--- config.mk ---
export PLATFORM = sky130hd
export DESIGN_NAME = card_number_luhn_classifier_unit
export DESIGN_NICKNAME = d
export VERILOG_FILES = /design/src/rtl/luhn_pkg.sv /design/src/rtl/card_number_luhn_classifier_unit.sv /design/src/rtl/luhn_ctrl.sv /design/src/rtl/luhn_datapath.sv
export SDC_FILE = /design/constraint.sdc
export NUM_CORES = 1
export LEC_CHECK = 0
export BUFFER_PORTS_ARGS = -buffer_cell sky130_fd_sc_hd__buf_2
export CAP_MARGIN = 25
export CORE_MARGIN = 8
export CORE_UTILIZATION = 54
export DETAILED_ROUTE_END_ITERATION = 12
export PLACE_DENSITY_LB_ADDON = 0.25
export SYNTH_ARGS = -nofsm -noshare
export SYNTH_HDL_FRONTEND = slang
export SYNTH_SLANG_ARGS = --single-unit
--- constraint.sdc ---
create_clock -name clock -period 6.2 [get_ports clock]
set_input_delay 0.93 -clock clock [delete_from_list [all_inputs] [get_ports clock]]
set_output_delay 0.93 -clock clock [all_outputs]
set_load 0.03 [all_outputs]
--- src/rtl/luhn_pkg.sv ---
`timescale 1ns / 1ps
// ----------------------------------------------------------------------------
// luhn_pkg
// shared widths, codes and controller-to-datapath command type for the luhn
// check and card brand classifier
// ----------------------------------------------------------------------------
package luhn_pkg;

   localparam int BIN_W          = 63;
   localparam int BCD_DIGITS     = 19;
   localparam int BCD_W          = BCD_DIGITS * 4;
   localparam int CNT_W          = 6;
   localparam int COUNT_W        = 5;
   localparam int SUM_W          = 8;
   localparam int SUM_MAX        = 171;
   localparam int DEF_MAX_DIGITS = 19;

   typedef logic [1:0] verdict_type;
   localparam verdict_type VERDICT_INVALID = 2'd0;
   localparam verdict_type VERDICT_AMEX    = 2'd1;
   localparam verdict_type VERDICT_MASTER  = 2'd2;
   localparam verdict_type VERDICT_VISA    = 2'd3;

   localparam logic [COUNT_W-1:0] LEN_AMEX   = 5'd15;
   localparam logic [COUNT_W-1:0] LEN_SHORT  = 5'd13;
   localparam logic [COUNT_W-1:0] LEN_LONG   = 5'd16;

   localparam logic [3:0] DIG_AMEX_HI  = 4'd3;
   localparam logic [3:0] DIG_AMEX_LO0 = 4'd4;
   localparam logic [3:0] DIG_AMEX_LO1 = 4'd7;
   localparam logic [3:0] DIG_MC_HI    = 4'd5;
   localparam logic [3:0] DIG_MC_LO_MIN = 4'd1;
   localparam logic [3:0] DIG_MC_LO_MAX = 4'd5;
   localparam logic [3:0] DIG_VISA     = 4'd4;

   typedef struct packed {
      logic             load;
      logic             conv;
      logic             scan;
      logic             finish;
      logic [CNT_W-1:0] idx;
   } luhn_cmd_type;

endpackage

--- src/rtl/card_number_luhn_classifier_unit.sv ---
`timescale 1ns / 1ps
// ----------------------------------------------------------------------------
// card_number_luhn_classifier_unit
// luhn mod-10 check and card brand classifier for one binary card number
// ----------------------------------------------------------------------------
// channel   ports                                             handshake
// request   req_card_number                                   start & !busy
// response  rsp_verdict, rsp_checksum_sum, rsp_digit_count    rsp_valid pulse
//
// one transaction runs from accept to the rsp_valid cycle through 63 bcd
// shift steps, a scan at one digit per cycle over MAX_DIGITS digits, and
// the brand decision in the result phase.
// busy is high from the cycle after accept until the result phase ends;
// start can be taken again in the cycle rsp_valid is high.
// synchronous active-high reset returns to idle and clears rsp_valid.
// the receiver cannot stall; each result is shown for one cycle only.
// ----------------------------------------------------------------------------
module card_number_luhn_classifier_unit #(
   parameter int MAX_DIGITS = luhn_pkg::DEF_MAX_DIGITS
) (
   input  logic                          clock,
   input  logic                          reset,
   input  logic                          start,
   output logic                          busy,
   input  logic [luhn_pkg::BIN_W-1:0]    req_card_number,
   output logic                          rsp_valid,
   output logic [1:0]                    rsp_verdict,
   output logic [luhn_pkg::SUM_W-1:0]    rsp_checksum_sum,
   output logic [luhn_pkg::COUNT_W-1:0]  rsp_digit_count
);

   luhn_pkg::luhn_cmd_type cmd;

   luhn_ctrl #(
      .MAX_DIGITS (MAX_DIGITS)
   ) u_ctrl (
      .clock (clock),
      .reset (reset),
      .start (start),
      .busy  (busy),
      .cmd   (cmd)
   );

   luhn_datapath #(
      .MAX_DIGITS (MAX_DIGITS)
   ) u_datapath (
      .clock            (clock),
      .reset            (reset),
      .cmd              (cmd),
      .req_card_number  (req_card_number),
      .rsp_valid        (rsp_valid),
      .rsp_verdict      (rsp_verdict),
      .rsp_checksum_sum (rsp_checksum_sum),
      .rsp_digit_count  (rsp_digit_count)
   );

endmodule

--- src/rtl/luhn_ctrl.sv ---
`timescale 1ns / 1ps
// ----------------------------------------------------------------------------
// luhn_ctrl
// sequencer: binary-to-bcd shift phase, digit scan phase, result phase
// ----------------------------------------------------------------------------
module luhn_ctrl #(
   parameter int MAX_DIGITS = luhn_pkg::DEF_MAX_DIGITS
) (
   input  logic                  clock,
   input  logic                  reset,
   input  logic                  start,
   output logic                  busy,
   output luhn_pkg::luhn_cmd_type cmd
);

   typedef enum logic [3:0] {
      ST_IDLE = 4'b0001,
      ST_CONV = 4'b0010,
      ST_SCAN = 4'b0100,
      ST_DONE = 4'b1000
   } state_type;

   localparam logic [luhn_pkg::CNT_W-1:0] CONV_LAST =
      luhn_pkg::CNT_W'(luhn_pkg::BIN_W - 1);
   localparam logic [luhn_pkg::CNT_W-1:0] SCAN_LAST =
      luhn_pkg::CNT_W'(MAX_DIGITS - 1);

   state_type                     state_ff, state_in;
   logic [luhn_pkg::CNT_W-1:0]    cnt_ff, cnt_in;

   always_comb begin
      state_in = state_ff;
      cnt_in   = cnt_ff;
      unique case (state_ff)
         ST_IDLE: begin
            cnt_in = '0;
            if (start) begin
               state_in = ST_CONV;
            end
         end
         ST_CONV: begin
            if (cnt_ff == CONV_LAST) begin
               state_in = ST_SCAN;
               cnt_in   = '0;
            end else begin
               cnt_in = cnt_ff + 1'b1;
            end
         end
         ST_SCAN: begin
            if (cnt_ff == SCAN_LAST) begin
               state_in = ST_DONE;
               cnt_in   = '0;
            end else begin
               cnt_in = cnt_ff + 1'b1;
            end
         end
         ST_DONE: begin
            state_in = ST_IDLE;
         end
         default: begin
            state_in = ST_IDLE;
            cnt_in   = '0;
         end
      endcase
   end

   always_ff @(posedge clock) begin
      if (reset) begin
         state_ff <= ST_IDLE;
         cnt_ff   <= '0;
      end else begin
         state_ff <= state_in;
         cnt_ff   <= cnt_in;
      end
   end

   assign busy       = (state_ff != ST_IDLE);
   assign cmd.load   = (state_ff == ST_IDLE) && start;
   assign cmd.conv   = (state_ff == ST_CONV);
   assign cmd.scan   = (state_ff == ST_SCAN);
   assign cmd.finish = (state_ff == ST_DONE);
   assign cmd.idx    = cnt_ff;

   a_start_busy: assert property (@(posedge clock) disable iff (reset)
      start && !busy |=> busy)
      else $error("accepted transaction did not raise busy");

   a_conv_range: assert property (@(posedge clock) disable iff (reset)
      state_ff == ST_CONV |-> cnt_ff <= CONV_LAST)
      else $error("shift counter out of range");

   a_scan_done: assert property (@(posedge clock) disable iff (reset)
      state_ff == ST_SCAN && cnt_ff == SCAN_LAST |=> state_ff == ST_DONE)
      else $error("scan did not end in result phase");

endmodule

--- src/rtl/luhn_datapath.sv ---
`timescale 1ns / 1ps
// ----------------------------------------------------------------------------
// luhn_datapath
// double-dabble bcd conversion, serial digit scan with luhn sum, digit
// count and leading digits, brand decision and result registers
// ----------------------------------------------------------------------------
module luhn_datapath #(
   parameter int MAX_DIGITS = luhn_pkg::DEF_MAX_DIGITS
) (
   input  logic                          clock,
   input  logic                          reset,
   input  luhn_pkg::luhn_cmd_type        cmd,
   input  logic [luhn_pkg::BIN_W-1:0]    req_card_number,
   output logic                          rsp_valid,
   output logic [1:0]                    rsp_verdict,
   output logic [luhn_pkg::SUM_W-1:0]    rsp_checksum_sum,
   output logic [luhn_pkg::COUNT_W-1:0]  rsp_digit_count
);

   logic [luhn_pkg::BIN_W-1:0]   bin_ff, bin_in;
   logic [luhn_pkg::BCD_W-1:0]   bcd_ff, bcd_in, bcd_adj;
   logic [luhn_pkg::SUM_W-1:0]   sum_ff, sum_in;
   logic [3:0]                   mod_ff, mod_in;
   logic [luhn_pkg::COUNT_W-1:0] count_ff, count_in;
   logic [3:0]                   top_hi_ff, top_hi_in;
   logic [3:0]                   top_lo_ff, top_lo_in;
   logic [3:0]                   prev_ff, prev_in;
   logic                         valid_ff;
   luhn_pkg::verdict_type        verdict_ff, verdict_in;
   logic [luhn_pkg::SUM_W-1:0]   rsp_sum_ff;
   logic [luhn_pkg::COUNT_W-1:0] rsp_count_ff;

   logic [3:0] dg;
   logic [4:0] dbl;
   logic [3:0] contrib;
   logic [4:0] mod_sum;

   // add-3 correction on every bcd digit before the shift
   always_comb begin
      for (int k = 0; k < luhn_pkg::BCD_DIGITS; k++) begin
         if (bcd_ff[4*k +: 4] >= 4'd5) begin
            bcd_adj[4*k +: 4] = bcd_ff[4*k +: 4] + 4'd3;
         end else begin
            bcd_adj[4*k +: 4] = bcd_ff[4*k +: 4];
         end
      end
   end

   // digit contribution, every second digit doubled
   always_comb begin
      dg  = bcd_ff[3:0];
      dbl = {dg, 1'b0};
      if (cmd.idx[0]) begin
         contrib = (dbl > 5'd9) ? 4'(dbl - 5'd9) : dbl[3:0];
      end else begin
         contrib = dg;
      end
      mod_sum = {1'b0, mod_ff} + {1'b0, contrib};
   end

   always_comb begin
      logic overflow;
      logic amex_hit;
      logic mc_hit;
      logic visa_hit;
      overflow = |bcd_ff;
      amex_hit = (count_ff == luhn_pkg::LEN_AMEX) && (top_hi_ff == luhn_pkg::DIG_AMEX_HI)
                 && ((top_lo_ff == luhn_pkg::DIG_AMEX_LO0)
                     || (top_lo_ff == luhn_pkg::DIG_AMEX_LO1));
      mc_hit   = (count_ff == luhn_pkg::LEN_LONG) && (top_hi_ff == luhn_pkg::DIG_MC_HI)
                 && (top_lo_ff >= luhn_pkg::DIG_MC_LO_MIN)
                 && (top_lo_ff <= luhn_pkg::DIG_MC_LO_MAX);
      visa_hit = ((count_ff == luhn_pkg::LEN_SHORT) || (count_ff == luhn_pkg::LEN_LONG))
                 && (top_hi_ff == luhn_pkg::DIG_VISA);
      priority if (overflow || (mod_ff != 4'd0)) begin
         verdict_in = luhn_pkg::VERDICT_INVALID;
      end else if (amex_hit) begin
         verdict_in = luhn_pkg::VERDICT_AMEX;
      end else if (mc_hit) begin
         verdict_in = luhn_pkg::VERDICT_MASTER;
      end else if (visa_hit) begin
         verdict_in = luhn_pkg::VERDICT_VISA;
      end else begin
         verdict_in = luhn_pkg::VERDICT_INVALID;
      end
   end

   always_comb begin
      bin_in    = bin_ff;
      bcd_in    = bcd_ff;
      sum_in    = sum_ff;
      mod_in    = mod_ff;
      count_in  = count_ff;
      top_hi_in = top_hi_ff;
      top_lo_in = top_lo_ff;
      prev_in   = prev_ff;
      priority if (cmd.load) begin
         bin_in    = req_card_number;
         bcd_in    = '0;
         sum_in    = '0;
         mod_in    = '0;
         count_in  = '0;
         top_hi_in = '0;
         top_lo_in = '0;
         prev_in   = '0;
      end else if (cmd.conv) begin
         bcd_in = {bcd_adj[luhn_pkg::BCD_W-2:0], bin_ff[luhn_pkg::BIN_W-1]};
         bin_in = {bin_ff[luhn_pkg::BIN_W-2:0], 1'b0};
      end else if (cmd.scan) begin
         bcd_in  = bcd_ff >> 4;
         sum_in  = sum_ff + luhn_pkg::SUM_W'(contrib);
         mod_in  = (mod_sum >= 5'd10) ? 4'(mod_sum - 5'd10) : mod_sum[3:0];
         prev_in = dg;
         // digits remain from here upward
         if (bcd_ff != '0) begin
            count_in  = luhn_pkg::COUNT_W'(cmd.idx + 1'b1);
            top_hi_in = dg;
            top_lo_in = prev_ff;
         end
      end else begin
         bin_in = bin_ff;
      end
   end

   always_ff @(posedge clock) begin
      bin_ff    <= bin_in;
      bcd_ff    <= bcd_in;
      sum_ff    <= sum_in;
      mod_ff    <= mod_in;
      count_ff  <= count_in;
      top_hi_ff <= top_hi_in;
      top_lo_ff <= top_lo_in;
      prev_ff   <= prev_in;
      if (cmd.finish) begin
         verdict_ff   <= verdict_in;
         rsp_sum_ff   <= sum_ff;
         rsp_count_ff <= count_ff;
      end
   end

   always_ff @(posedge clock) begin
      if (reset) begin
         valid_ff <= 1'b0;
      end else begin
         valid_ff <= cmd.finish;
      end
   end

   assign rsp_valid        = valid_ff;
   assign rsp_verdict      = verdict_ff;
   assign rsp_checksum_sum = rsp_sum_ff;
   assign rsp_digit_count  = rsp_count_ff;

   a_finish_valid: assert property (@(posedge clock) disable iff (reset)
      cmd.finish |=> rsp_valid)
      else $error("result phase without result strobe");

   a_count_range: assert property (@(posedge clock) disable iff (reset)
      rsp_valid |-> rsp_digit_count <= luhn_pkg::COUNT_W'(MAX_DIGITS))
      else $error("digit count above limit");

   a_sum_range: assert property (@(posedge clock) disable iff (reset)
      rsp_valid |-> rsp_checksum_sum <= luhn_pkg::SUM_W'(luhn_pkg::SUM_MAX))
      else $error("luhn sum above limit");

endmodule
==> results of run 1 <==
==> cell usage after synthesis, drive strengths merged (4+ instances only) <==
| cell type | count |
|---|---|
| a211oi | 45 |
| nor4 | 11 |
| o21ai | 54 |
| ha | 67 |
| edfxtp | 78 |
| or3 | 4 |
| nor3b | 23 |
| mux2i | 7 |
| nand2b | 22 |
| a21o | 7 |
| a311oi | 56 |
| xnor2 | 26 |
| nand3 | 15 |
| nor4b | 6 |
| buf | 16 |
| nor3 | 22 |
| inv | 48 |
| nand4 | 8 |
| clkbuf | 55 |
| nand2 | 327 |
| nor2 | 51 |
| a21oi | 70 |
| dfxtp | 116 |
| a32oi | 15 |
==> layer usage <==
layer | global-route usage [%] | vias up
li1 | - | 4291
met2 | 32.9 | 194
met5 | 0 | -
met1 | 25.2 | 4082
met4 | 6.02 | 0
met3 | 3.76 | 21
==> layout make-up <==
type	instances	area, sq um	share of cell area [%]
clock inverter	15	218	1.88
clock buffer	17	425	3.68
tap	234	293	2.53
inverter	48	180	1.56
sequential	194	4660	40.4
multi-input combinational	875	5270	45.6
timing repair buffer	93	505	4.37
==> worst paths after layout <==
path                           endpoint  depth (start not counted)
setup / recovery   u_datapath.mod_ff[1]                         15
hold / removal    u_datapath.prev_ff[3]                          2
setup reg to reg   u_datapath.mod_ff[1]                         15
hold reg to reg   u_datapath.prev_ff[3]                          2
==> flip-flops by register name, indices dropped and copies added, names as in the netlist <==
signal                       flops
u_datapath.prev_ff               4
u_datapath.top_lo_ff             4
u_ctrl.state_ff                  4
u_datapath.sum_ff                8
u_datapath.rsp_valid             1
u_datapath.mod_ff                4
u_datapath.rsp_digit_count       5
u_datapath.rsp_checksum_sum      8
u_ctrl.cnt_ff                    6
u_datapath.bin_ff               63
u_datapath.rsp_verdict           2
u_datapath.top_hi_ff             4
u_datapath.count_ff              5
u_datapath.bcd_ff               76
==> cell usage in the layout (no fill, tap or decap), drive strengths merged, types with 4 or more instances in the layout <==
cell and count:
buf 93, nand4 8, inv 54, xnor2 26, mux2i 7, nand3 15, a32oi 15, ha 67
dfxtp 116, nor4 11, nor3 22, nor3b 23, nor2 51, nand2 327, a211oi 45, nor4b 6
edfxtp 78, a311oi 56, o21ai 54, a21o 7, a21oi 70, or3 4, clkinv 4, clkbuf 17
nand2b 22
==> power by group through the flow <==
stage / clock, W / combinational, W / sequential, W
after global routing: 0.00125 / 0.000851 / 0.00168
final: 0.00119 / 0.000750 / 0.00166
after floorplan: 0 / 0.000579 / 0.00164
after detailed placement: 0 / 0.000742 / 0.00169
after global placement: 0 / 0.000725 / 0.00168
after CTS: 0.00121 / 0.000754 / 0.00166
==> metrics by stage <==
stage | cell area (sq um) | utilization [%] | power, W | instances | hold WS, ps
floorplan | 10400 | - | 0.00222 | 1188 | 429
global placement | 10900 | 58.1 | 0.00241 | 1443 | 444
detailed placement | 10900 | 58.1 | 0.00243 | 1443 | 447
CTS | 11500 | 61.5 | 0.00362 | 1475 | 460
global route | 11600 | 61.6 | 0.00379 | 1476 | 470
finish | 11600 | 61.6 | 0.00360 | 1476 | 461
==> worst min-delay path, stage by stage (launching register included) <==
cell and delay (ps):
dfxtp_1 320, nand2_1 50, a21oi_1 50
==> logic make-up after synthesis <==
family | count (synthesis) | share of synthesized area (%)
compound gates | 263 | 17.1
xor+xnor | 27 | 2.28
flops | 194 | 44.9
simple gates | 509 | 22.0
mux | 7 | 0.675
fa+ha+maj | 69 | 8.46
buf+inv | 119 | 4.53
==> impl_metrics.toml, run 1 <==
[drt]
routedWlPerCell_microns = 15.9
route.detailed.drc = 0
first_iter_violations = 608
met1Wirelength_microns = 10500
route.met3.wl_microns = 1170
firstDrtPassIters = 5
ant_nets = 0
drt-vias-per-instance = 5.82
drt-total-wl_microns = 23400
wl_met2_microns = 11400
top_layer = "met4"
vias = 8588

[sta]
setup_tns_ps = 0
hold_viol = 0
setup_viol = 0
fin_crit_ps = 3600
tightestPinTransition_ps = 886
fin_crit_sh_pct = 58.1
rsz0062_at_grt = "no"
fin_skew_ps = 11.0
fin_ws_ps = 2600
maxSlewViolCount = 0
timing.fmax_mhz = 277
maxSlewHeadroom_pct = 41.0

[global_route]
antenna_found_initial = 0
grt-ovfl-total = 0
gr-usage-all-layers_pct = 19.7
grt_pass1_wl_microns = 39400
grt_max_degree = 101
grt_pass1_vias = 8234

[logic_synthesis]
synth-edff-count = 78
synth_seq_cells = 194
syn_area_per_cell_sq_um = 8.74
ys_seq_area_share_pct = 44.9
synth_fp_nets = 1323
ys_warn_count = 0
synth.area.top_cells = "edfxtp_1 23%, dfxtp_1 22%, nand2_1 12%"
synthArstFlopShare_pct = 0
syn-cell-area_sq_um = 10400
synth_top_area_share_pct = 22.6
synth.distinct_cells = 54
syn_inst = 1188
synth_area_leader_cell = "edfxtp_1"
ys.flop_type = "dfxtp_1"

[worst_setup_path]
worstPathMaxFanout = 9
cp_common_cell = "inv_1"
r2r_slack_ps = 2600
arrival_ps = 3920
cp.required_ps = 6520
endpoint_kind = "flip-flop"
critPathBufInv = 4
setup.worst_path.start_class = "flip-flop"
cpLargestDelayFamily = "adder cells"
r2r-start = "u_datapath.bcd_ff[0]"
crit_type = "flip-flop to flip-flop"
cpMaxStageDelayCell = "dfxtp_1"
startpoint = "u_datapath.bcd_ff[0]"
cp_cell_sequence = "inv_1, ha_1, inv_1, a21oi_1, a21oi_1, ha_1, inv_1, fa_1, xnor2_1, inv_1, ha_1, o31a_1, or3_1, a211oi_1, nor3b_1"
cpPeakStageDelay_ps = 510

[floorplan]
start_util_pct = 55.3
die_area_sq_um = 23900
rows = 50
core_area_sq_um = 18800
pin_count = 83
chipHeight_microns = 155
die_x_microns = 155

[power]
powerDensity_nw_per_um2 = 311
p_int_w = 0.00246
p_sw_share_pct = 31.5
clkPwrFrac_pct = 33.0
combPwrFrac_pct = 20.8
pwr-share-seq_pct = 46.1
p_leak_nw = 4.43
ir_worst_vdd_mv = 0.236
p_sw_w = 0.00113

[clocking]
cts_buffers = 17
cts_buffer_depth = 2
holdBufCountCts = 0
cts_resized = 0
cts_tree = "yes"
clkLatencyLatePin_ps = 430
cts_max_level = 4
path_clk_slew_ps = 70
root_buffer = "clkbuf_16"
clock_sinks = 194
cts_setup_buffers = 0

[cells_and_area]
drive_gt1_share_pct = 11.3
diodes = 0
nets = 1364
synthToLayoutAreaGrowth_pct = 11.4
fill_cells = 1594

[run]
cap_violations = 0

[place]
place_ws_ps = 2710
place_hpwl_microns = 14900
portBuffers = 82
gp_congestion = 0.785

[run_status]
status = "completed"

[min_path]
min_path_type = "flip-flop to flip-flop"
min-delay-start = "u_datapath.prev_ff[3]"
(Power assumes the default switching activity.)
==> inputs of run 2 (changes only) <==
clock period = 3.2 ns   (was 6.2 ns; I/O delays follow)
==> impl_metrics.toml, run 2 (synthesized netlist as in run 1, its figures left out) <==
[run_status]
status = "completed"

[cells_and_area]
synthToLayoutAreaGrowth_pct = 12.1
top_regs = "u_datapath.bcd_ff x76, u_datapath.bin_ff x63"
diodes = 0
layout_commonest_cell = "nand2_1"
largest_reg_flops = 76
nets = 1373
fill_cells = 1575
drive_gt1_share_pct = 12.3
design_area_sq_um = 11600
regMostFlops = "u_datapath.bcd_ff"
final_util_pct = 62.0
final_cell_mix = "325 x nand2_1, 116 x dfxtp_1, 82 x buf_2"

[global_route]
grt_max_degree = 101
gr-usage-all-layers_pct = 19.7
grt_pass1_wl_microns = 39400
grt_pass1_vias = 8048
antenna_found_initial = 0
grt-ovfl-total = 0

[place]
gp_congestion = 0.794
place_area_sq_um = 11000
portBuffers = 82
place_hpwl_microns = 15200

[worst_setup_path]
cpPeakStageDelay_ps = 370
startpoint = "u_datapath.bcd_ff[1]"
worstReg2RegEnd = "u_datapath.mod_ff[1]"
crit_end = "u_datapath.mod_ff[1]"
cpMaxStageDelayCell = "or3_1"
cp.required_ps = 3530
endpoint_kind = "flip-flop"
r2r-start = "u_datapath.bcd_ff[1]"
arrival_ps = 3330
r2r_slack_ps = 200
crit_type = "flip-flop to flip-flop"
worstPathMaxFanout = 5
setup.worst_path.start_class = "flip-flop"
r2r_cells = 15
cp_cell_sequence = "inv_1, ha_1, inv_1, a21oi_2, nand3b_1, o21ai_0, nor2_1, ha_1, xnor2_2, inv_1, ha_1, o31a_1, or3_1, a211oi_1, nor3b_1"

[run]
cap_violations = 0

[floorplan]
die_x_microns = 155
pin_count = 83
die_area_sq_um = 23900
rows = 50
chipHeight_microns = 155
start_util_pct = 55.3
core_area_sq_um = 18800

[min_path]
min_path_type = "input pin to flip-flop"
whs_path_depth = 3

[clocking]
cts_tree = "yes"
root_buffer = "clkbuf_16"
clock_sinks = 194
cts_setup_buffers = 0
cts_max_level = 4
path_clk_slew_ps = 80
cts_buffer_depth = 2
cts_buffers = 17
clkLatencyLatePin_ps = 440

[sta]
setup_viol = 0
maxSlewHeadroom_pct = 41.6
fin_crit_ps = 3000
hold_viol = 0
maxSlewViolCount = 0
holdWs_ps = 294
fin_skew_ps = 12.0
tightestPinTransition_ps = 877
fin_crit_sh_pct = 93.8
timing.fmax_mhz = 333

[power]
clkPwrFrac_pct = 31.7
p_sw_w = 0.00224
ir_worst_vdd_mv = 0.422
p_int_w = 0.00466
p_sw_share_pct = 32.4
powerDensity_nw_per_um2 = 593
combPwrFrac_pct = 21.9
p_leak_nw = 4.48
pwr-share-seq_pct = 46.3

[drt]
vias = 8617
first_iter_violations = 740
routedWlPerCell_microns = 15.9
drt-total-wl_microns = 23600
firstDrtPassIters = 5
ant_nets = 0
drt-vias-per-instance = 5.80
route.detailed.drc = 0
run 2: cell types whose count changed in the layout (fill, tap and decap cells not counted), moves of 2 or more:
| cell | change |
|---|---|
| inv_8 | +4 |
| a21oi_1 | -2 |
| bufinv_16 | -2 |
| buf_12 | +3 |
| a21oi_2 | +2 |
| buf_4 | +6 |
| clkinv_8 | -2 |
run 2: per-layer routing:
| layer | global-route usage [%] | up-vias | routed length [microns] |
|---|---|---|---|
| li1 | - | 4316 | - |
| met1 | 25.5 | 4138 | 11100 |
| met2 | 33.0 | 145 | 11200 |
| met3 | 3.93 | 18 | 983 |
| met4 | 5.27 | 0 | 248 |
| met5 | 0 | - | 0 |
run 2: repair_timing:
action,4_1_cts,5_1_grt
hold buffers,0,0
gates resized for setup,0,4
endpoints found under the setup margin,0,3
run 2: worst min path at each step:
| stage | end | from | slack (ps) |
|---|---|---|---|
| 5_1_grt | u_datapath.bin_ff[26] | req_card_number[26] | 280 |
| 2_1_floorplan | u_datapath.sum_ff[7] | u_datapath.sum_ff[7] | 430 |
| 6_report | u_datapath.bin_ff[28] | req_card_number[28] | 290 |
| 4_1_cts | u_ctrl.state_ff[1] | reset | 280 |
| 3_3_place_gp | u_datapath.prev_ff[3] | u_datapath.prev_ff[3] | 440 |
| 3_5_place_dp | u_datapath.prev_ff[2] | u_datapath.prev_ff[2] | 450 |
run 2: final cells by class:
class                           instances  area [sq um]  share of cell area, %
Multi-Input combinational cell        875          5290                   45.5
Clock inverter                         15           171                   1.47
Inverter                               48           180                   1.55
Clock buffer                           17           425                   3.66
Sequential cell                       194          4660                   40.1
Tap cell                              234           293                   2.52
Timing Repair Buffer                  102           611                   5.25
run 2: metrics by stage:
step	setup TNS, ps	setup slack (ps)	power (W)	cells
2_1_floorplan	0	33.2	0.00430	1188
3_3_place_gp	0	193	0.00471	1453
3_5_place_dp	0	52.7	0.00475	1453
4_1_cts	0	31.1	0.00693	1485
5_1_grt	-7.79	-7.79	0.00728	1485
6_report	0	200	0.00690	1485
run 2: worst max-delay path: cells and delay by family, from the launching register on:
family	cells	cell delay (ps)
flops	1	310
xor+xnor	1	240
compound gates	4	630
buf+inv	3	200
simple gates	4	770
fa+ha+maj	3	740
run 2: power groups by stage:
stage                     registers, W  clock network [W]  logic, W
after CTS                      0.00319            0.00223   0.00151
after floorplan                0.00317                  0   0.00112
final                          0.00320            0.00219   0.00151
after global placement         0.00324                  0   0.00147
after global routing           0.00324            0.00232   0.00172
after detailed placement       0.00325                  0   0.00150
